**src/rtl/core/cossim_pkg.sv**
```systemverilog
// ----------------------------------------------------------------------------
// cossim_pkg
// Widths, word types and constants shared by the cosine similarity core.
// ----------------------------------------------------------------------------
`default_nettype none

package cossim_pkg;

   // element and product widths
   localparam int ELEM_W     = 16;
   localparam int PROD_W     = 2 * ELEM_W;
   localparam int SQ_W       = 2 * ELEM_W - 1;

   // accumulator widths
   localparam int DOT_W      = 41;
   localparam int NORM_W     = 40;
   localparam int MAG_W      = DOT_W;

   // result word
   localparam int OUT_W      = 16;
   localparam int Q_W        = 16;
   localparam int TOP_BIT    = Q_W - 1;
   localparam int FRAC_SHIFT = 2 * (OUT_W - 1);

   // pair queue between front and back, depth is a power of two
   localparam int FIFO_DEPTH = 4;
   localparam int FIFO_AW    = $clog2(FIFO_DEPTH);
   localparam int FIFO_CW    = $clog2(FIFO_DEPTH + 1);

   // sequential multiplier built from four partial products
   localparam int PART_W     = (MAG_W + 1) / 2;
   localparam int PP_W       = 2 * PART_W;
   localparam int ACC_W      = 2 * MAG_W;
   localparam int P_W        = 2 * NORM_W;
   localparam int MUL_STEPS  = 4;

   // square root search remainder width
   localparam int REM_W      = ACC_W + FRAC_SHIFT + 1;
   localparam int STEP_W     = 4;

   // input word
   typedef struct packed {
      logic signed [ELEM_W-1:0] elem_a;
      logic signed [ELEM_W-1:0] elem_b;
      logic                     last_pair;
   } cossim_req_type;

   // result word
   typedef struct packed {
      logic signed [OUT_W-1:0] similarity;
      logic                    degenerate;
   } cossim_rsp_type;

   // queued products of one pair
   typedef struct packed {
      logic signed [PROD_W-1:0] prod_ab;
      logic [SQ_W-1:0]          sq_a;
      logic [SQ_W-1:0]          sq_b;
      logic                     last;
   } cossim_entry_type;

   // totals handed from the accumulator to the finishing unit
   typedef struct packed {
      logic                    start;
      logic signed [DOT_W-1:0] dot;
      logic [NORM_W-1:0]       norm_a;
      logic [NORM_W-1:0]       norm_b;
   } cossim_job_type;

   // queue status toward the front and back
   typedef struct packed {
      logic full;
      logic not_empty;
   } cossim_fifo_status_type;

endpackage

`default_nettype wire

```
**src/rtl/core/cossim_front.sv**
```systemverilog
// ----------------------------------------------------------------------------
// cossim_front
// Accepts element pairs and forms the three products of each pair.
// ----------------------------------------------------------------------------
`default_nettype none

module cossim_front import cossim_pkg::*; (
   input  wire logic                   clock,
   input  wire logic                   reset,
   input  wire logic                   req_valid,
   output logic                        req_ready,
   input  wire cossim_req_type         req_data,
   input  wire cossim_fifo_status_type fifo_status,
   output logic                        push,
   output cossim_entry_type            push_entry
);

   logic signed [ELEM_W-1:0] a;
   logic signed [ELEM_W-1:0] b;
   logic signed [PROD_W-1:0] ab;
   logic signed [PROD_W-1:0] aa;
   logic signed [PROD_W-1:0] bb;
   logic                     unused_reset;

   // take a word whenever the queue has room
   assign req_ready = !fifo_status.full;
   assign push      = req_valid && req_ready;

   // products of the pair, registered in the queue entry
   assign a  = req_data.elem_a;
   assign b  = req_data.elem_b;
   assign ab = a * b;
   assign aa = a * a;
   assign bb = b * b;

   always_comb begin
      push_entry.prod_ab = ab;
      push_entry.sq_a    = aa[SQ_W-1:0];
      push_entry.sq_b    = bb[SQ_W-1:0];
      push_entry.last    = req_data.last_pair;
   end

   // front holds no state of its own
   assign unused_reset = reset ^ clock;

endmodule

`default_nettype wire

```
**config.mk**
```make
export PLATFORM = sky130hd
export DESIGN_NAME = cossim_front
export DESIGN_NICKNAME = d
export VERILOG_FILES = /design/src/rtl/core/cossim_pkg.sv /design/src/rtl/core/cossim_front.sv
export SDC_FILE = /design/constraint.sdc
export NUM_CORES = 2
export LEC_CHECK = 0
export BUFFER_PORTS_ARGS = -buffer_cell sky130_fd_sc_hd__buf_2
export CAP_MARGIN = 40
export CELL_PAD_IN_SITES_DETAIL_PLACEMENT = 1
export CELL_PAD_IN_SITES_GLOBAL_PLACEMENT = 2
export CORE_UTILIZATION = 38
export DETAILED_ROUTE_END_ITERATION = 7
export PLACE_DENSITY = 0.81
export SLEW_MARGIN = 0
export SYNTH_ARGS = -nofsm -noshare
export SYNTH_HDL_FRONTEND = slang
export SYNTH_SLANG_ARGS = --single-unit
```
**constraint.sdc**
```tcl
create_clock -name vclk -period 18.1
set_input_delay 5.43 -clock vclk [all_inputs]
set_output_delay 5.43 -clock vclk [all_outputs]
set_load 0.02 [all_outputs]
```
== Word level (Yosys, flattened, before mapping) ==
Index checks and enable logic that the tools add are counted.

* Input port bits: 38
* Register bits after elaboration: 0
* Word-level logic and storage cells: 5
* Output and inout port bits: 97

* $mul: 3
* Reductions and logical operators: 2

{| class="wikitable"
|+ Operators with widths
! kind !! number
|-
| $mul A16 B16 Y31 || 2
|-
| $mul A16 B16 Y32 || 1
|-
| $logic_and A1 B1 Y1 || 1
|-
| $logic_not A1 Y1 || 1
|}

== Depth between registers and ports, before layout ==
* Word-level depth: 2
* Gate-level depth with buffers: 26
* Gate-level depth less buffers: 24

== Worst setup path after synthesis ==
No wires, ideal clock.

* Kind: input-to-output
* Start point: in req_data[16] (netlist bit)
* End point: out push_entry[30] (netlist bit)
* Required time: 12670 ps
* Buffers on the path: 2
* Path slack: 1241 ps
* Arrival time: 11429 ps
* Stages: 23
* Cells stage by stage: clkbuf_1 > clkinv_1 > clkbuf_1 > nor2_1 > fa_1 > fa_1 > inv_1 > fa_1 > fa_1 > inv_1 > fa_1 > inv_1 > fa_1 > inv_1 > ha_1 > and3_1 > a221o_1 > a21o_1 > nor3_1 > a21oi_1 > a21o_1 > a21oi_1 > xnor2_1

{| class="wikitable"
|+ RTL lines
! item !! line !! RTL
|-
| start, declared || cossim_front.sv:12 || <nowiki>input wire cossim_req_type req_data,</nowiki>
|-
| end, declared || cossim_front.sv:15 || <nowiki>output cossim_entry_type push_entry</nowiki>
|}

==> impl_metrics.env <==
export IMPL_critPathLaunch="req_data[3]"
export IMPL_synth_seq_area_share_pct=0
export IMPL_required_ps=12670
export IMPL_worstSetupEndpointType="output port"
export IMPL_finalHoldViolCount=0
export IMPL_synth_warnings=0
export IMPL_cp_start_kind="input port"
export IMPL_synthCells=3064
export IMPL_yosysTopAreaCellShare_pct=52.8
export IMPL_drv_cap=0
export IMPL_grt_remaining_overflow=0
export IMPL_hold_slack_ps=10860
export IMPL_cp_arrival_ps=12230
export IMPL_grt_pass1_wl_um=124000
export IMPL_min_period_over_period_pct=97.5
export IMPL_drc=0
export IMPL_fmax_mhz=56.6
export IMPL_seq_cells=0
export IMPL_setup_viol=0
export IMPL_via_count=20005
export IMPL_start_util_pct=38.7
export IMPL_areaGrowthSynthToFinish_pct=6.75
export IMPL_grt_usage_pct=21.3
export IMPL_tightest_slew_ps=764
export IMPL_post_cts_buffers=0
export IMPL_wl_um=73300
export IMPL_tns_ps=0
export IMPL_ys_top_cells_by_area="fa_1 (53%), inv_1 (13%), ha_1 (12%), nand2_1 (3.9%), and2_1 (3.3%)"
export IMPL_hold_path_class="in -> out"
export IMPL_regArea_um2=0
export IMPL_wl_per_cell_um=17.9
export IMPL_yosys_top_cells_count="inv_1 (938), fa_1 (721), nand2_1 (284)"
export IMPL_io_buffers=128
export IMPL_routed_via_density=4.90
export IMPL_drt_antenna_violating_nets=0
export IMPL_min_from="req_data[0]"
export IMPL_critPathKind="in -> out"
export IMPL_finalMaxSlewViolations=0
export IMPL_outcome="complete, no violations"
export IMPL_grt_pass1_vias=24304
export IMPL_dr_first_iter_drc_count=673
export IMPL_drive_gt1_share_pct=6.97
export IMPL_postCtsHoldBufs=0
export IMPL_ioPinCount=135
export IMPL_final_nets=4158
export IMPL_drtPass1Iterations=5
export IMPL_synthesis_area_mm2=0.0273
export IMPL_maxSlewHeadroom_pct=49.1
export IMPL_synth_avg_cell_area_um2=8.92
export IMPL_grt_max_degree=35
export IMPL_finalWorstPathRequiredPeriod_ps=17660
export IMPL_die_w_um=270
export IMPL_dieArea_mm2=0.0730
export IMPL_crit_fanout=21
export IMPL_ys_types=65
export IMPL_num_rows=97
export IMPL_antenna_found_initial=5
export IMPL_cts_repair_resized=0
export IMPL_gp_congestion=0.833
export IMPL_die_height_um=270
export IMPL_clockBufferCount=0
export IMPL_core_mm2=0.0706
export IMPL_rsz0062_at_grt="no"
export IMPL_synth_largest_area_cell="fa_1"
export IMPL_dpl_hpwl_um=62800
export IMPL_synth_most_common_cell="inv_1"
-- path summary, 6_finish.rpt --
kind / to / slack [ps] / depth (start not counted)
min: push_entry[0] / 10860 / 0
max: push_entry[93] / 440 / 21
-- metal layers --
metal	GRT usage (%)	routed length, um	up-vias
met5	0	27	-
met1	26.9	30200	10661
met3	1.03	2090	81
met4	3.45	1350	4
li1	-	-	8953
met2	40.3	39600	306
-- final cells by class --
| type | instances | area [um^2] |
|---|---|---|
| Fill cell | 8400 | 41500 |
| Multi-Input combinational cell | 2008 | 23300 |
| Tap cell | 940 | 1180 |
| Antenna cell | 2 | 5.00 |
| Inverter | 948 | 3560 |
| Timing Repair Buffer | 187 | 1110 |
-- placed cells by master (no fill, tap or decap), types with 6 or more instances in the layout --
master	synthesis	final
inv_1	938	938
fa_1	721	721
nand2_1	284	284
ha_1	254	254
nor2_1	166	166
and2_1	144	144
buf_2	0	128
xnor2_1	96	96
a21oi_1	63	63
buf_4	5	57
a21o_1	30	30
o21ai_0	29	29
xor2_1	25	25
nand3_1	18	18
nand2b_1	15	15
a211oi_1	13	13
o21ai_1	13	13
nor3_1	13	13
nor2b_1	12	12
o21bai_1	10	10
clkinv_1	8	8
and3_1	8	8
a31o_2	7	7
o21a_1	7	7
or3_1	7	7
nor4_1	6	6
-- kinds of logic after synthesis --
kind of cell / count (synthesis) / share of synthesized area (%)
buf+inv: 1057 / 14.7
fa+ha+maj: 975 / 64.4
other cells: 1 / 0.0137
xor+xnor: 121 / 3.88
compound gates: 220 / 5.39
mux: 2 / 0.0824
simple gates: 688 / 11.5
-- through the flow --
stage | util (%) | cell area [um^2] | cells | setup WS (ps)
floorplan | - | 27300 | 3065 | 1240
finish | 41.3 | 29200 | 4085 | 444
global route | 41.3 | 29200 | 4085 | 80.2
global placement | 41.3 | 29200 | 4083 | 624
detailed placement | 41.3 | 29200 | 4083 | 526
CTS | 41.3 | 29200 | 4083 | 490
-- critical path, stage by stage --
cell and delay, ps:
buf_2 480, nand2_1 190, inv_1 110, fa_1 570
fa_1 950, fa_1 540, fa_1 520, fa_1 490
inv_1 50, fa_1 470, inv_1 40, ha_1 440
nand3_1 140, nor2_1 270, nand3_1 130, a21oi_1 350
o21ai_1 160, a21oi_1 280, nor4_1 80, a311o_1 340
buf_2 170
Power is not shown: default switching activity piles up to over one toggle a cycle in this logic, so the estimate is an artifact.
