[src/rtl/core/cossim_pkg.sv]
// ----------------------------------------------------------------------------
// cossim_pkg
// Widths, word types and constants shared by the cosine similarity core.
// ----------------------------------------------------------------------------
`default_nettype none

package cossim_pkg;

   // element and product widths
   localparam int ELEM_W     = 16;
   localparam int PROD_W     = 2 * ELEM_W;
   localparam int SQ_W       = 2 * ELEM_W - 1;

   // accumulator widths
   localparam int DOT_W      = 41;
   localparam int NORM_W     = 40;
   localparam int MAG_W      = DOT_W;

   // result word
   localparam int OUT_W      = 16;
   localparam int Q_W        = 16;
   localparam int TOP_BIT    = Q_W - 1;
   localparam int FRAC_SHIFT = 2 * (OUT_W - 1);

   // pair queue between front and back, depth is a power of two
   localparam int FIFO_DEPTH = 4;
   localparam int FIFO_AW    = $clog2(FIFO_DEPTH);
   localparam int FIFO_CW    = $clog2(FIFO_DEPTH + 1);

   // sequential multiplier built from four partial products
   localparam int PART_W     = (MAG_W + 1) / 2;
   localparam int PP_W       = 2 * PART_W;
   localparam int ACC_W      = 2 * MAG_W;
   localparam int P_W        = 2 * NORM_W;
   localparam int MUL_STEPS  = 4;

   // square root search remainder width
   localparam int REM_W      = ACC_W + FRAC_SHIFT + 1;
   localparam int STEP_W     = 4;

   // input word
   typedef struct packed {
      logic signed [ELEM_W-1:0] elem_a;
      logic signed [ELEM_W-1:0] elem_b;
      logic                     last_pair;
   } cossim_req_type;

   // result word
   typedef struct packed {
      logic signed [OUT_W-1:0] similarity;
      logic                    degenerate;
   } cossim_rsp_type;

   // queued products of one pair
   typedef struct packed {
      logic signed [PROD_W-1:0] prod_ab;
      logic [SQ_W-1:0]          sq_a;
      logic [SQ_W-1:0]          sq_b;
      logic                     last;
   } cossim_entry_type;

   // totals handed from the accumulator to the finishing unit
   typedef struct packed {
      logic                    start;
      logic signed [DOT_W-1:0] dot;
      logic [NORM_W-1:0]       norm_a;
      logic [NORM_W-1:0]       norm_b;
   } cossim_job_type;

   // queue status toward the front and back
   typedef struct packed {
      logic full;
      logic not_empty;
   } cossim_fifo_status_type;

endpackage

`default_nettype wire

[src/rtl/core/cossim_accum.sv]
// ----------------------------------------------------------------------------
// cossim_accum
// Sums the queued products with saturation and hands the totals of each
// vector pair to the finishing unit.
// ----------------------------------------------------------------------------
`default_nettype none

module cossim_accum import cossim_pkg::*; (
   input  wire logic                   clock,
   input  wire logic                   reset,
   input  wire cossim_entry_type       head_entry,
   input  wire cossim_fifo_status_type fifo_status,
   input  wire logic                   finish_busy,
   output logic                        pop,
   output cossim_job_type              job
);

   logic signed [DOT_W-1:0] dot_ff;
   logic signed [DOT_W-1:0] dot_in;
   logic [NORM_W-1:0]       norm_a_ff;
   logic [NORM_W-1:0]       norm_a_in;
   logic [NORM_W-1:0]       norm_b_ff;
   logic [NORM_W-1:0]       norm_b_in;
   logic                    start_ff;
   logic                    start_in;
   cossim_job_type          job_ff;

   logic signed [DOT_W:0]   dot_sum;
   logic [NORM_W:0]         norm_a_sum;
   logic [NORM_W:0]         norm_b_sum;
   logic signed [DOT_W-1:0] dot_sat;
   logic [NORM_W-1:0]       norm_a_sat;
   logic [NORM_W-1:0]       norm_b_sat;
   logic                    finish_free;

   // a closing pair waits until the finishing unit is free
   assign finish_free = !finish_busy && !start_ff;
   assign pop         = fifo_status.not_empty && (!head_entry.last || finish_free);

   // saturating sums
   always_comb begin
      dot_sum    = (DOT_W+1)'(dot_ff) + (DOT_W+1)'(head_entry.prod_ab);
      norm_a_sum = {1'b0, norm_a_ff} + (NORM_W+1)'(head_entry.sq_a);
      norm_b_sum = {1'b0, norm_b_ff} + (NORM_W+1)'(head_entry.sq_b);

      if (dot_sum[DOT_W] != dot_sum[DOT_W-1]) begin
         dot_sat = dot_sum[DOT_W] ? {1'b1, {(DOT_W-1){1'b0}}} : {1'b0, {(DOT_W-1){1'b1}}};
      end else begin
         dot_sat = dot_sum[DOT_W-1:0];
      end
      norm_a_sat = norm_a_sum[NORM_W] ? {NORM_W{1'b1}} : norm_a_sum[NORM_W-1:0];
      norm_b_sat = norm_b_sum[NORM_W] ? {NORM_W{1'b1}} : norm_b_sum[NORM_W-1:0];
   end

   // accumulate, or clear after the closing pair
   always_comb begin
      dot_in    = dot_ff;
      norm_a_in = norm_a_ff;
      norm_b_in = norm_b_ff;
      start_in  = 1'b0;
      if (pop) begin
         if (head_entry.last) begin
            dot_in    = '0;
            norm_a_in = '0;
            norm_b_in = '0;
            start_in  = 1'b1;
         end else begin
            dot_in    = dot_sat;
            norm_a_in = norm_a_sat;
            norm_b_in = norm_b_sat;
         end
      end
   end

   always_ff @(posedge clock) begin
      if (reset) begin
         dot_ff    <= '0;
         norm_a_ff <= '0;
         norm_b_ff <= '0;
         start_ff  <= 1'b0;
      end else begin
         dot_ff    <= dot_in;
         norm_a_ff <= norm_a_in;
         norm_b_ff <= norm_b_in;
         start_ff  <= start_in;
      end
   end

   // totals of the closing pair, start bit is carried separately in start_ff
   always_ff @(posedge clock) begin
      if (start_in) begin
         job_ff.start  <= 1'b0;
         job_ff.dot    <= dot_sat;
         job_ff.norm_a <= norm_a_sat;
         job_ff.norm_b <= norm_b_sat;
      end
   end

   always_comb begin
      job       = job_ff;
      job.start = start_ff;
   end

endmodule

`default_nettype wire

[config.mk]
export PLATFORM = sky130hd
export DESIGN_NAME = cossim_accum
export DESIGN_NICKNAME = d
export VERILOG_FILES = /design/src/rtl/core/cossim_pkg.sv /design/src/rtl/core/cossim_accum.sv
export SDC_FILE = /design/constraint.sdc
export NUM_CORES = 1
export LEC_CHECK = 0
export BUFFER_PORTS_ARGS = -buffer_cell sky130_fd_sc_hd__buf_2
export CAP_MARGIN = 20
export CORE_MARGIN = 2
export CORE_UTILIZATION = 32
export CTS_CLUSTER_DIAMETER = 50
export DETAILED_ROUTE_END_ITERATION = 8
export PLACE_DENSITY_LB_ADDON = 0.1
export SKIP_CTS_REPAIR_TIMING = 1
export SYNTH_ARGS = -nofsm -noshare
export SYNTH_HDL_FRONTEND = slang
export SYNTH_SLANG_ARGS = --single-unit
export TNS_END_PERCENT = 100
[constraint.sdc]
create_clock -name clock -period 7.7 [get_ports clock]
set_input_delay 0 -clock clock [delete_from_list [all_inputs] [get_ports clock]]
set_output_delay 0 -clock clock [all_outputs]
set_load 0.02 [all_outputs]
Word-level counts from Yosys, hierarchy flattened
Index checks and enable logic that the tools add are counted.
- output and inout bits: 123
- register bits: 243
- bits of input ports: 100
- logic and storage cells: 26
- reductions and logical operators: 6
- equality and inequality tests: 1
- add/subtract/negate cells: 3
- muxes and demuxes: 9
- operators by type and width (operator ; number):
    2-to-1 mux 40 bit ; 4
    2-to-1 mux 41 bit ; 3
    adder 40 x 31 -> 41 bit ; 2
    adder 41 x 32 -> 42 bit ; 1
    zero test 1 bit ; 3
    logical AND 1 bit ; 2
    2-to-1 mux 1 bit ; 2
    logical OR 1 bit ; 1
    != test 1 bit ; 1

Depth between registers and ports, before layout
- depth after elaboration: 5
- gate-level depth with buffers: 14

Worst setup path before layout
No wires, ideal clock.
- path type: register to register
- from: reg start_ff
- to: reg job_ff (netlist bit job[0]) (enable)
- library setup time: 0.603 ns
- required time: 7.097 ns
- buffers on the path: 1
- path slack: 1.340 ns
- data arrival time: 5.757 ns
- stages on the path, launching flop included: 5
- cells stage by stage: dfxtp_1 o21ai_0 nand2_1 clkbuf_1 nor2_1
- longest elaborated chain between the ends: 5
- ends and longest elaborated chain (what ; RTL line ; text):
    start: declaration ; cossim_accum.sv:24 ; logic start_ff;
    start signal: assignment ; cossim_accum.sv:85 ; start_ff <= start_in;
    zero test 1 bit ; cossim_accum.sv:37 ; assign finish_free = !finish_busy && !start_ff;
    logical AND 1 bit ; cossim_accum.sv:37 ;
    logical OR 1 bit ; cossim_accum.sv:38 ; assign pop = fifo_status.not_empty && (!head_entry.last || finish_free);
    logical AND 1 bit ; cossim_accum.sv:38 ;
    2-to-1 mux 1 bit ; cossim_accum.sv:61 ; if (pop) begin
    via start_in ; cossim_accum.sv:25 ; logic start_in;
    end: declaration ; cossim_accum.sv:26 ; cossim_job_type job_ff;
The timed path passes the listed nets, and every way through them passes these cells.
A chain may end at the register's enable or synchronous reset.

Worst setup path in the final report
- from: reg dot_ff[0]
- to: reg dot_ff[18]
- longest elaborated chain between the ends: 4
- elaborated cells between the ends (all ways): 5
- classes of those cells: add/sub (1); eq/ne (1); mux (3)
- ends and longest elaborated chain (what ; RTL line ; text):
    start: declaration ; cossim_accum.sv:18 ; logic signed [DOT_W-1:0] dot_ff;
    start signal: assignment ; cossim_accum.sv:82 ; dot_ff <= dot_in;
    adder 41 x 32 -> 42 bit * ; cossim_accum.sv:42 ; dot_sum = (DOT_W+1)'(dot_ff) + (DOT_W+1)'(head_entry.prod_ab);
    2-to-1 mux 41 bit or != test 1 bit (tied branches) ; cossim_accum.sv:47, cossim_accum.sv:46 ;
    2-to-1 mux 41 bit * ; cossim_accum.sv:46 ; if (dot_sum[DOT_W] != dot_sum[DOT_W-1]) begin
    2-to-1 mux 41 bit * ; cossim_accum.sv:62 ; if (head_entry.last) begin
Mark *: on every way between the ends. The rest lies on a longest branch, timed or not.

==> run summary <==
outcome: finished with violations
violated checks: hold timing
synth warn: 0
post-route setup TNS: 0 ns
Synth Area per Inst: 9.34 sq um
DR vias/cell: 5.19
FF-to-FF End: dot_ff[18]
DRC violations left: 0
crit share post-route: 0.634
slowest stage delay, CP: 0.70 ns
max-cap violations: 0
Layout Nets: 1,978
Hold Startpoint: head_entry[0]
clock sinks: 243
PwrDens: 239 mW/mm^2
ys async rst share: 0
initial drt markers: 653
die height: 218 microns
first drt pass iteration count: 5
Hold Path Sink: start_ff
Final ANT Viol Nets: 0
grt ovf: 0
top_reg_cell synth: dfxtp_1
EDFF count, synth: 121
first-pass GRT wire length: 68.6 mm
most used cell, CP: buf_4
final core utilization: 0.389
CTS buffer count: 37
share of cells above drive strength 1: 0.180
Root Driver: clkbuf_16
Final Power: 4200 uW
Leak: 0.00752 uW
chip width: 218 microns
WL per Instance: 18.3 microns
GRT Overall Usage: 0.182
Worst EP arrival: 5.34 ns
Slew headroom: 0.273
Worst Setup End Kind: flop
# IOs: 223
unrepaired setup endpoints after global routing: no
Hold Fails Final Rpt: 3
vias: 12,450
FF-to-FF path depth: 14
clock tree buffer depth: 3
sequential cell area fraction in the yosys report: 0.415
# rows: 78
drt total wl: 43.9 mm
max frequency: 205 MHz
port buffer count: 221
# fillers: 4,703
min-delay worst type: in -> reg
kind of critical path: reg -> reg
Post-DP Area: 0.0163 sq mm
critical path's slowest cell: a211oi_1
final setup fails: 0
Layout Skew: 0.0163 ns
final hold slack: -0.0143 ns
die area: 0.0475 sq mm
Final Slew Violations: 0
initial antenna violation count: 0
flops & latches, synth: 243
Post-Syn Instances: 1,569
H-tree Lvls: 2
clock transition at the registers of the reported paths: 0.06 ns
pin count of the biggest net entering global routing: 75
Initial Util: 0.324
Worst R2R Setup Slack: 2.82 ns
hold depth: 3
FF-to-FF Start: dot_ff[0]
crit-path max FO: 22
Clock Latency Late Sink: 0.55 ns
most frequent cells in the layout: buf_2 (221), nand2_1 (181), a21oi_1 (127)
ant diodes: 0
CP startpoint: dot_ff[0]
CP Cell Sequence: ha_1 -> inv_1 -> fa_1 -> nand2b_1 -> a21oi_1 -> o21ai_0 -> a211oi_1 -> nor3_1 -> a211oi_4 -> buf_4 -> and2_1 -> buf_4 -> nor2_1 -> o21ai_1
most common cell after layout, fill and taps aside: buf_2
Mapped Area: 0.0147 sq mm
Final Wtd Congestion: 0.902
Req. time, crit path: 8.16 ns
Area Growth Syn to Fin: 20.2%
measured slew at the worst slew-check pin: 1.09 ns
startpoint types: flop
post-synth cell types: 74
CTS tree: yes
vias in the first global route: 12,442
Final Cell Area: 0.0176 sq mm
dpl hpwl: 31.7 mm
total core area: 0.0453 sq mm
peak supply drop: 0.132 mV
crit path time final: 4.88 ns
syn nets: 1,775
[layout make-up]
class                   count  area, sq um  area share
multi-input cells        1212         8130       0.462
flip-flops and latches    243         6080       0.345
well taps                 600          751      0.0426
clock inverters            22          199      0.0113
clock buffers              46         1030      0.0586
inverters                  36          135     0.00767
repair buffers            242         1280      0.0728
[cell families (layout without fill, tap and decap cells)]
logic type	count (synthesis)	count (layout)	share of synthesized area
AND/OR/NAND/NOR	462	462	0.144
multiplexers	3	3	0.00231
AO/OA/AOI/OAI	518	518	0.237
XOR/XNOR	95	95	0.0568
adder cells (fa/ha/maj)	134	134	0.111
buffers and inverters	114	346	0.0331
flip-flops	243	243	0.415
[report_power, final]
part / switching, uW / internal [uW] / leakage (uW)
logic: 617 / 362 / 0.00477
registers: 41.4 / 1500 / 0.00215
clock network: 650 / 1030 / 0.000601
total: 1310 / 2890 / 0.00752
[Yosys cell counts (4+ instances only)]
cell type  number  share of area
a2111oi_0       4         0.0024
a211oi_1       13         0.0067
a21boi_0        7         0.0036
a21o_1         52          0.027
a21oi_1       127          0.043
a221oi_1        4         0.0024
a22o_1         71          0.042
a31oi_1        16         0.0068
and2_1         13         0.0056
and3_1         12         0.0051
buf_2          15         0.0051
buf_4          10         0.0051
clkbuf_1       51          0.013
dfxtp_1       122           0.17
edfxtp_1      121           0.25
ha_1          103          0.088
inv_1          35         0.0090
maj3_1         28          0.019
nand2_1       181          0.046
nand2b_1       18         0.0077
nand3_1        38          0.013
nand3b_1        4         0.0020
nand4_1        22         0.0094
nor2_1        110          0.028
nor2b_1        15         0.0064
nor3_1         21         0.0072
o2111ai_1       4         0.0024
o211ai_1       11         0.0056
o21a_1         27          0.014
o21ai_0        80          0.027
o21ai_1        34          0.012
o21bai_1       12         0.0061
o22ai_1         4         0.0017
o31ai_1         9         0.0046
or2_2           9         0.0038
or3_1           7         0.0030
xnor2_1        57          0.034
xor2_1         38          0.023
[registers in the layout (all words and copies together), names as in the netlist]
register	count
start_ff	1
norm_a_ff	40
norm_b_ff	40
job	121
dot_ff	41
[how the worst max path moves through the flow]
| stage | end | cells past startpoint | slack (ns) |
|---|---|---|---|
| after floorplan | job[0] | 4 | 1.34 |
| after global placement | dot_ff[12] | 14 | 3.00 |
| after detailed placement | dot_ff[18] | 14 | 2.88 |
| after CTS | dot_ff[12] | 14 | 2.85 |
| after global routing | dot_ff[8] | 14 | 2.57 |
| final | dot_ff[18] | 14 | 2.82 |
[critical path: cells and delay by family (launching register included)]
family	cells	cell delay, ns
AO/OA/AOI/OAI	5	2.07
adder cells (fa/ha/maj)	2	0.59
buffers and inverters	3	0.86
flip-flops	1	0.34
AND/OR/NAND/NOR	4	0.91
[per-layer routing]
| layer | global-route usage | share of wire | vias to the layer above |
|---|---|---|---|
| met2 | 0.296 | 0.46 | 262 |
| met4 | 0.0649 | 0.027 | 0 |
| met1 | 0.242 | 0.47 | 5894 |
| li1 | - | - | 6229 |
| met3 | 0.0329 | 0.047 | 65 |
| met5 | 0 | 0 | - |
[metrics by stage]
stage,cells,worst slack [ns]
final,2401,2.82
after global routing,2401,2.57
after CTS,2393,2.85
after detailed placement,2325,2.88
after global placement,2324,3.00
after floorplan,1569,1.34
Note: power is estimated with default switching activity, not from simulation.
