===== config.mk =====
export PLATFORM = sky130hd
export DESIGN_NAME = cossim_finish
export DESIGN_NICKNAME = d
export VERILOG_FILES = /design/src/rtl/core/cossim_pkg.sv /design/src/rtl/core/cossim_finish.sv
export SDC_FILE = /design/constraint.sdc
export NUM_CORES = 2
export LEC_CHECK = 0
export ABC_AREA = 0
export BUFFER_PORTS_ARGS = -buffer_cell sky130_fd_sc_hd__buf_2
export CORE_MARGIN = 10
export CORE_UTILIZATION = 50
export DETAILED_ROUTE_END_ITERATION = 6
export HOLD_SLACK_MARGIN = 0.06
export PLACE_DENSITY = 0.68
export REMOVE_ABC_BUFFERS = 1
export SKIP_CTS_REPAIR_TIMING = 1
export SLEW_MARGIN = 20
export SYNTH_ARGS = -nofsm -noshare
export SYNTH_HDL_FRONTEND = slang
export SYNTH_SLANG_ARGS = --single-unit

===== constraint.sdc =====
create_clock -name clock -period 21.9 [get_ports clock]
set_input_delay 6.57 -clock clock [delete_from_list [all_inputs] [get_ports clock]]
set_output_delay 6.57 -clock clock [all_outputs]
set_load 0.02 [all_outputs]

===== src/rtl/core/cossim_pkg.sv =====
// ----------------------------------------------------------------------------
// cossim_pkg
// Widths, word types and constants shared by the cosine similarity core.
// ----------------------------------------------------------------------------
`default_nettype none

package cossim_pkg;

   // element and product widths
   localparam int ELEM_W     = 16;
   localparam int PROD_W     = 2 * ELEM_W;
   localparam int SQ_W       = 2 * ELEM_W - 1;

   // accumulator widths
   localparam int DOT_W      = 41;
   localparam int NORM_W     = 40;
   localparam int MAG_W      = DOT_W;

   // result word
   localparam int OUT_W      = 16;
   localparam int Q_W        = 16;
   localparam int TOP_BIT    = Q_W - 1;
   localparam int FRAC_SHIFT = 2 * (OUT_W - 1);

   // pair queue between front and back, depth is a power of two
   localparam int FIFO_DEPTH = 4;
   localparam int FIFO_AW    = $clog2(FIFO_DEPTH);
   localparam int FIFO_CW    = $clog2(FIFO_DEPTH + 1);

   // sequential multiplier built from four partial products
   localparam int PART_W     = (MAG_W + 1) / 2;
   localparam int PP_W       = 2 * PART_W;
   localparam int ACC_W      = 2 * MAG_W;
   localparam int P_W        = 2 * NORM_W;
   localparam int MUL_STEPS  = 4;

   // square root search remainder width
   localparam int REM_W      = ACC_W + FRAC_SHIFT + 1;
   localparam int STEP_W     = 4;

   // input word
   typedef struct packed {
      logic signed [ELEM_W-1:0] elem_a;
      logic signed [ELEM_W-1:0] elem_b;
      logic                     last_pair;
   } cossim_req_type;

   // result word
   typedef struct packed {
      logic signed [OUT_W-1:0] similarity;
      logic                    degenerate;
   } cossim_rsp_type;

   // queued products of one pair
   typedef struct packed {
      logic signed [PROD_W-1:0] prod_ab;
      logic [SQ_W-1:0]          sq_a;
      logic [SQ_W-1:0]          sq_b;
      logic                     last;
   } cossim_entry_type;

   // totals handed from the accumulator to the finishing unit
   typedef struct packed {
      logic                    start;
      logic signed [DOT_W-1:0] dot;
      logic [NORM_W-1:0]       norm_a;
      logic [NORM_W-1:0]       norm_b;
   } cossim_job_type;

   // queue status toward the front and back
   typedef struct packed {
      logic full;
      logic not_empty;
   } cossim_fifo_status_type;

endpackage

`default_nettype wire


===== src/rtl/core/cossim_finish.sv =====
// ----------------------------------------------------------------------------
// cossim_finish
// Forms dot / sqrt(norm_a * norm_b) in Q1.15 with a shared sequential
// multiplier and a bit-by-bit square root search, and holds the result word.
// ----------------------------------------------------------------------------
`default_nettype none

module cossim_finish import cossim_pkg::*; (
   input  wire logic            clock,
   input  wire logic            reset,
   input  wire cossim_job_type  job,
   output logic                 busy,
   output logic                 rsp_valid,
   input  wire logic            rsp_ready,
   output cossim_rsp_type       rsp_data
);

   // sequencer states
   localparam logic [2:0] ST_IDLE = 3'd0;
   localparam logic [2:0] ST_MUL  = 3'd1;
   localparam logic [2:0] ST_ADD  = 3'd2;
   localparam logic [2:0] ST_CMP  = 3'd3;
   localparam logic [2:0] ST_PACK = 3'd4;
   localparam logic [2:0] ST_OUT  = 3'd5;

   logic [2:0]          state_ff;
   logic [2:0]          state_in;

   // operands and intermediate values
   logic [NORM_W-1:0]   norm_a_ff;
   logic [NORM_W-1:0]   norm_b_ff;
   logic [MAG_W-1:0]    mag_ff;
   logic                neg_ff;
   logic                degen_ff;
   logic                mul_sel_ff;
   logic [STEP_W-1:0]   cnt_ff;
   logic [PP_W-1:0]     pp_ff;
   logic [1:0]          sh_ff;
   logic [ACC_W-1:0]    acc_ff;
   logic [P_W-1:0]      p_ff;
   logic [REM_W-1:0]    r_ff;
   logic [REM_W-1:0]    u_ff;
   logic [REM_W-1:0]    v_ff;
   logic [REM_W-1:0]    t_ff;
   logic [Q_W-1:0]      q_ff;
   cossim_rsp_type      rsp_ff;

   logic [MAG_W-1:0]    job_mag;
   logic [MAG_W-1:0]    mul_x;
   logic [MAG_W-1:0]    mul_y;
   logic [PART_W-1:0]   part_x;
   logic [PART_W-1:0]   part_y;
   logic [PP_W-1:0]     pp_in;
   logic [ACC_W-1:0]    pp_shift;
   logic [ACC_W-1:0]    acc_sum;
   logic [REM_W:0]      diff;
   logic                fit;
   logic                mul_done;
   logic                search_done;
   logic [Q_W-1:0]      q_neg;
   logic signed [OUT_W-1:0] sim_val;

   assign busy      = (state_ff != ST_IDLE);
   assign rsp_valid = (state_ff == ST_OUT);
   assign rsp_data  = rsp_ff;

   // magnitude of the dot product
   assign job_mag = job.dot[DOT_W-1] ? (~MAG_W'(job.dot) + MAG_W'(1)) : MAG_W'(job.dot);

   // partial product selection: low or high half of each operand
   assign mul_x  = mul_sel_ff ? mag_ff : MAG_W'(norm_a_ff);
   assign mul_y  = mul_sel_ff ? mag_ff : MAG_W'(norm_b_ff);
   assign part_x = cnt_ff[0] ? PART_W'(mul_x >> PART_W) : mul_x[PART_W-1:0];
   assign part_y = cnt_ff[1] ? PART_W'(mul_y >> PART_W) : mul_y[PART_W-1:0];
   assign pp_in  = part_x * part_y;

   // align the registered partial product
   always_comb begin
      case (sh_ff)
         2'd0:    pp_shift = ACC_W'(pp_ff);
         2'd1:    pp_shift = ACC_W'(pp_ff) << PART_W;
         2'd2:    pp_shift = ACC_W'(pp_ff) << (2 * PART_W);
         default: pp_shift = '0;
      endcase
   end

   assign acc_sum  = acc_ff + pp_shift;
   assign mul_done = (cnt_ff == STEP_W'(MUL_STEPS));

   // root search trial: remainder minus next increment
   assign diff        = {1'b0, r_ff} - {1'b0, t_ff};
   assign fit         = !diff[REM_W];
   assign search_done = (fit && cnt_ff == STEP_W'(TOP_BIT)) || (cnt_ff == '0);

   // sign and saturation of the quotient
   assign q_neg   = ~q_ff + Q_W'(1);
   assign sim_val = neg_ff ? OUT_W'(q_neg)
                           : (q_ff[TOP_BIT] ? {1'b0, {(OUT_W-1){1'b1}}} : OUT_W'(q_ff));

   // sequencer
   always_comb begin
      state_in = state_ff;
      unique case (state_ff)
         ST_IDLE: begin
            if (job.start) begin
               state_in = (job.norm_a == '0 || job.norm_b == '0) ? ST_PACK : ST_MUL;
            end
         end
         ST_MUL: begin
            if (mul_done && mul_sel_ff) begin
               state_in = ST_ADD;
            end
         end
         ST_ADD: state_in = ST_CMP;
         ST_CMP: state_in = search_done ? ST_PACK : ST_ADD;
         ST_PACK: state_in = ST_OUT;
         ST_OUT: begin
            if (rsp_ready) begin
               state_in = ST_IDLE;
            end
         end
         default: state_in = ST_IDLE;
      endcase
   end

   always_ff @(posedge clock) begin
      if (reset) begin
         state_ff <= ST_IDLE;
      end else begin
         state_ff <= state_in;
      end
   end

   // datapath
   always_ff @(posedge clock) begin
      case (state_ff)
         ST_IDLE: begin
            norm_a_ff  <= job.norm_a;
            norm_b_ff  <= job.norm_b;
            mag_ff     <= job_mag;
            neg_ff     <= job.dot[DOT_W-1];
            degen_ff   <= (job.norm_a == '0 || job.norm_b == '0);
            mul_sel_ff <= 1'b0;
            cnt_ff     <= '0;
            acc_ff     <= '0;
            q_ff       <= '0;
         end
         ST_MUL: begin
            if (!mul_done) begin
               pp_ff  <= pp_in;
               sh_ff  <= 2'(cnt_ff[0]) + 2'(cnt_ff[1]);
               cnt_ff <= cnt_ff + STEP_W'(1);
               if (cnt_ff != '0) begin
                  acc_ff <= acc_sum;
               end
            end else begin
               acc_ff <= '0;
               if (!mul_sel_ff) begin
                  // norm product done, square of the dot next
                  p_ff       <= acc_sum[P_W-1:0];
                  mul_sel_ff <= 1'b1;
                  cnt_ff     <= '0;
               end else begin
                  // start the root search at the top quotient bit
                  r_ff   <= REM_W'(acc_sum) << FRAC_SHIFT;
                  u_ff   <= '0;
                  v_ff   <= REM_W'(p_ff) << FRAC_SHIFT;
                  cnt_ff <= STEP_W'(TOP_BIT);
               end
            end
         end
         ST_ADD: begin
            t_ff <= u_ff + v_ff;
         end
         ST_CMP: begin
            if (fit) begin
               r_ff <= diff[REM_W-1:0];
               q_ff <= q_ff | (Q_W'(1) << cnt_ff);
               u_ff <= (u_ff >> 1) + v_ff;
            end else begin
               u_ff <= u_ff >> 1;
            end
            v_ff   <= v_ff >> 2;
            cnt_ff <= cnt_ff - STEP_W'(1);
         end
         ST_PACK: begin
            rsp_ff.similarity <= degen_ff ? '0 : sim_val;
            rsp_ff.degenerate <= degen_ff;
         end
         default: begin
            cnt_ff <= cnt_ff;
         end
      endcase
   end

endmodule

`default_nettype wire


# --- Yosys cells after proc, flatten, opt, wreduce, memory -nomap -nowiden ---
# Index checks and enable logic that the tools add are counted.
totals:
  register_bits: 822
  input_bits: 125
  out_inout_bits: 19
  elab_cells: 111
op_classes:
  addsub: 9
  n_mul: 1
  n_eq_ne: 16
  shift: 1
  mux: 35
  n_bitwise: 5
  reduce_logical: 24
ops:
  columns: ["cell", "count"]
  rows:
  - ["two-way mux 113 bit", 8]
  - ["case mux 113 bit (2 select lines)", 3]
  - ["case mux 82 bit (3 select lines)", 1]
  - ["two-way mux 82 bit", 2]
  - ["case mux 82 bit (2 select lines)", 1]
  - ["subtractor 113 x 113 -> 114 bit", 1]
  - ["adder 112 x 113 -> 113 bit", 1]
  - ["adder 113 bit", 1]
  - ["adder 82 bit", 1]
  - ["two-way mux 41 bit", 2]
  - ["logical NOT 40 bit", 2]
  - ["multiplier 21 x 21 -> 42 bit", 1]
  - ["two-way mux 21 bit", 2]
  - ["adder 41 x 2 -> 41 bit (second input constant)", 1]
  - ["NOT 41 bit", 1]
  - ["two-way mux 40 bit", 1]
  - ["two-way mux 16 bit", 2]
  - ["case mux 16 bit (2 select lines)", 1]
  - ["case mux 3 bit (6 select lines)", 1]
  - ["adder 16 x 1 -> 16 bit (second input constant)", 1]
  - ["NOT 16 bit", 1]
  - ["bitwise OR 16 bit", 1]
  - ["<< shifter 1 x 4 -> 16 bit (first input constant)", 1]
  - ["two-way mux 15 bit", 1]
  - ["31 further kinds", 53]

# --- Depth between registers and ports, before layout ---
logic_depth:
  depth_word: 6
  ltp_mapped: 36
  ltp_nobuf: 32

# --- Worst setup path after synthesis ---
# OpenSTA, ideal clock, no wires.
synth_path:
  path_type: "reg2reg"
  from: "register cnt_ff[0]"
  to: "register u_ff[0], enable pin"
  setup_ns: 0.810
  arrival_time_ns: 12.433
  slack_ns: 8.657
  path_stages_with_launch: 12
  path_buffers: 5
  period_less_slack_ns: 13.243
  path_cell_list: "edfxtp_1 > clkbuf_1 > clkbuf_1 > buf_1 > inv_1 > ha_1 > clkbuf_1 > nand2_1 > nand2_1 > inv_1 > clkbuf_1 > nor2_1"
synth_between:
  elab_chain_len: 3
synth_rtl:
  columns: ["element", "line_no", "text"]
  rows:
  - ["start: declaration", "cossim_finish.sv:36", "logic [STEP_W-1:0] cnt_ff;"]
  - ["start signal: assignment", "cossim_finish.sv:152", "cnt_ff <= cnt_ff + STEP_W'(1);"]
  - ["start signal: assignment", "cossim_finish.sv:168", "cnt_ff <= STEP_W'(TOP_BIT);"]
  - ["start signal: assignment", "cossim_finish.sv:184", "cnt_ff <= cnt_ff - STEP_W'(1);"]
  - ["== test 4 x 3 -> 1 bit", "cossim_finish.sv:88", "assign mul_done = (cnt_ff == STEP_W'(MUL_STEPS));"]
  - ["!= test 2 bit (no source line)", null, null]
  - ["AND reduction 3 bit (no source line)", null, null]
  - ["end signal: assignment", "cossim_finish.sv:179", "u_ff <= (u_ff >> 1) + v_ff;"]
  - ["end signal: assignment", "cossim_finish.sv:181", "u_ff <= u_ff >> 1;"]
  - ["end: declaration", "cossim_finish.sv:42", "logic [REM_W-1:0] u_ff;"]
# Every way passes these cells.
# A chain may end at the register's enable or synchronous reset.

# --- Worst setup path after layout ---
layout_path:
  from: "register mul_sel_ff"
  to: "register pp_ff[40], data pin"
layout_between:
  elab_chain_len: 3
  elab_cells_between_ends: 5
layout_rtl:
  columns: ["element", "line_no", "text"]
  rows:
  - ["start: declaration", "cossim_finish.sv:35", "logic mul_sel_ff;"]
  - ["start signal: assignment", "cossim_finish.sv:143", "mul_sel_ff <= 1'b0;"]
  - ["start signal: assignment", "cossim_finish.sv:161", "mul_sel_ff <= 1'b1;"]
  - ["two-way mux 41 bit (on tied branches)", "cossim_finish.sv:71, cossim_finish.sv:72", null]
  - ["two-way mux 21 bit (on tied branches)", "cossim_finish.sv:73, cossim_finish.sv:74", null]
  - ["multiplier 21 x 21 -> 42 bit *", "cossim_finish.sv:75", "assign pp_in = part_x * part_y;"]
  - ["via pp_in[40]", "cossim_finish.sv:53", "logic [PP_W-1:0] pp_in;"]
  - ["end signal: assignment", "cossim_finish.sv:150", "pp_ff <= pp_in;"]
  - ["end: declaration", "cossim_finish.sv:37", "logic [PP_W-1:0] pp_ff;"]
# Mark *: on every way through the listed nets, which the timed path passes. The rest lies on a longest branch.

==> results_dict.tcl <==
set metrics [dict create \
    outcome "finished, final reports clean" \
    finalWirelength_mm 224 \
    gp_routability_congestion 0.975 \
    fillCellCount 13008 \
    fp.dieH_um 401 \
    ys_seq_elements 819 \
    synth_compound_gate_area_share_pct 16.7 \
    portBuffers 143 \
    count_of_flip_flops_with_a_built_in_enable_after_synthesis 816 \
    worstSetupEndpointType "flip-flop" \
    cp.required_ps 22340 \
    postSynth.asyncResetShare_pct 0 \
    finalSetupTns_ps 0 \
    highest-signal-layer "met5" \
    drt_first_iter_violations 5140 \
    post_route_cells_drive_above_1_share_pct 6.11 \
    layout.cells.most_common_list "sky130_fd_sc_hd__nand2_1 (938), sky130_fd_sc_hd__edfxtp_1 (816), sky130_fd_sc_hd__nor2_1 (800), sky130_fd_sc_hd__inv_1 (716), sky130_fd_sc_hd__a21oi_1 (588)" \
    area_of_the_multi_input_gates_mm2 0.0438 \
    dp_hpwl_mm 178 \
    grt_pass1_vias 58649 \
    timing.clock.skew_ps 32.6 \
    max_cap_viol_count 0 \
    synth_xor_xnor_area_share_pct 5.78 \
    antenna_violating_nets_post_route 0 \
    critPathKind "flip-flop to flip-flop" \
    synth_top_family_by_area "adder cells" \
    met3_wirelength_mm 13.6 \
    grt_pass1_wl_mm 344 \
    critPathSlowestCell "sky130_fd_sc_hd__edfxtp_1" \
    yosys.area_share.simple_pct 15.2 \
    cp.arrival_ps 10610 \
    timing.final.setup_violations 0 \
    detail_route.drc_violations 0 \
    initial_core_util_pct 50.4 \
    global_route.usage.total_pct 27.0 \
    worst_pin_slew_ps 1210 \
    maxClockFrequency_mhz 98.3 \
    cts_root_buffer "sky130_fd_sc_hd__clkbuf_16" \
    grt_max_degree 173 \
    routedWlPerCell_um 22.9 \
    postSynth.topFlopCell "sky130_fd_sc_hd__edfxtp_1" \
    post_synth_fa_ha_maj_area_fraction_pct 19.9 \
    final_nets 8899 \
    fp.dieW_um 401 \
    crit_path_max_incr_delay_ps 980 \
    total_number_of_yosys_warnings 0 \
    regToRegSetupSlack_ps 11730 \
    post_synth_num_cell_types 85 \
    period_minus_slack_ps 10170 \
    yosys-mux-area-fraction_pct 2.71 \
    report.final.slew_viol_count 0 \
    drtPass1Iterations 6 \
    dieArea_mm2 0.160 \
    row_count 139 \
    avg_synthesized_cell_area_um2 9.19 \
    antenna_found_initial 1 \
    sequential_area_share_after_synthesis_pct 33.9 \
    clock-sinks 819 \
    boundaryPins 144 \
    relSlewSlack_pct 18.5 \
    cts_max_path_buffers 3 \
    vias_per_cell 6.00 \
    met1_routed_wirelength_after_detailed_routing_mm 93.2 \
    cts-buffers-inserted 97 \
    synthToLayoutAreaGrowth_pct 7.69 \
    syn_inst 7882 \
    core_area_mm2 0.144 \
    routed-wl-met2_mm 105 \
    hold_viol 0 \
    critPathLaunchType "flip-flop" \
    ff_latch_area_mm2 0.0246 \
    syn_area_mm2 0.0724 \
    ctsHtreeMaxLevel 3 \
    via_count 58886 \
    crit_fanout 89 \
    hold_path.class "flip-flop to flip-flop" \
    grt_overflow_total 0 \
    tritoncts "done" \
    clkTransAtPathRegs_ps 60 \
    worst_path_most_repeated_cell "sky130_fd_sc_hd__fa_1" \
    worst_skew_pair.late_latency_ps 720 \
    fin_crit_sh_pct 46.5 \
    mostFrequentLayoutCell "sky130_fd_sc_hd__nand2_1" \
    grt_setup_unrepaired "no" \
]
## cell type report
type | count | area share [%]
sequential | 819 | 31.5
inverter | 718 | 3.46
multi-input combinational | 5979 | 56.1
antenna | 3 | 0.00963
timing repair buffer | 222 | 1.71
clock inverter | 59 | 0.895
clock buffer | 108 | 3.25
tap | 1903 | 3.05
## synth_stat cells, drive strengths merged (11+ instances only)
master / count / area share [%]
a2111oi: 17 / 0.21
a211oi: 57 / 0.60
a21boi: 22 / 0.23
a21o: 260 / 2.7
a21oi: 588 / 4.1
a221o: 11 / 0.15
a221oi: 21 / 0.26
a22o: 23 / 0.28
a311oi: 24 / 0.29
a31oi: 62 / 0.54
a41oi: 14 / 0.17
and2: 144 / 1.2
and3: 27 / 0.23
buf: 45 / 0.38
clkbuf: 321 / 1.7
edfxtp: 816 / 34
fa: 362 / 10
ha: 575 / 9.9
inv: 718 / 3.7
mux2: 44 / 0.68
mux2i: 140 / 1.9
nand2: 939 / 4.9
nand2b: 48 / 0.41
nand3: 78 / 0.54
nand4: 149 / 1.3
nor2: 803 / 4.2
nor2b: 41 / 0.35
nor3: 83 / 0.58
nor4: 50 / 0.45
o211ai: 26 / 0.27
o21a: 86 / 0.89
o21ai: 416 / 2.9
o21bai: 122 / 1.3
o221ai: 12 / 0.15
o22ai: 23 / 0.21
o31a: 11 / 0.13
o31ai: 43 / 0.48
o41ai: 14 / 0.21
or2: 16 / 0.14
or3: 50 / 0.45
or4: 14 / 0.17
xnor2: 296 / 3.6
xor2: 182 / 2.2
## worst max-delay path: cells and delay by family (launching register included)
family / cells / cell delay, ps
compound gates: 7 / 2360
xor+xnor: 1 / 100
fa+ha+maj: 8 / 3960
buf+inv: 5 / 950
flops: 1 / 980
simple gates: 8 / 1440
## sequential cells by signal (all words and copies together), names as in the netlist, 3 cells and up
signal     count
rsp_data      17
q_ff          16
r_ff         113
cnt_ff         4
v_ff         110
norm_b_ff     40
p_ff          80
mag_ff        41
acc_ff        82
state_ff       3
norm_a_ff     40
t_ff         113
pp_ff         42
u_ff         113
## per-layer routing
layer  GRT usage, %  vias to the layer above
met4           13.3                        2
met1           34.2                    28723
met2           45.0                     2077
li1               -                    27588
met3           4.26                      496
met5              0                        -
## worst paths after layout
path / start / endpoint / depth (start not counted)
hold / removal: p_ff[41]$_DFFE_PP_ / v_ff[71]$_DFFE_PP_ / 2
hold reg to reg: p_ff[41]$_DFFE_PP_ / v_ff[71]$_DFFE_PP_ / 2
setup / recovery: mul_sel_ff$_DFFE_PP_ / pp_ff[40]$_DFFE_PP_ / 29
setup reg to reg: mul_sel_ff$_DFFE_PP_ / pp_ff[40]$_DFFE_PP_ / 29
## cells by family (layout without fill, tap and decap cells)
kind of cell,after synthesis,after routing
and+or+nand+nor,2471,2471
xor gates and xnor gates,478,478
adders and majority gates,937,937
buffers and inverters,1084,1107
AOI/OAI and AO/OA,1906,1906
DFF,819,819
other,0,3
muxes,187,187
## metrics by stage
stage | hold slack [ps] | instances | area [um2] | util, % | worst slack [ps]
after floorplan | 491 | 7516 | 70900 | - | 5950
after global placement | 499 | 9641 | 74700 | 52.0 | 11710
after detailed placement | 499 | 9641 | 74800 | 52.0 | 11770
after CTS | 516 | 9808 | 78000 | 54.2 | 11730
after global routing | 537 | 9808 | 78000 | 54.2 | 10910
final | 514 | 9811 | 78000 | 54.2 | 11730
Power is not shown: default switching activity piles up to over one toggle a cycle in this logic, so the estimate is an artifact.
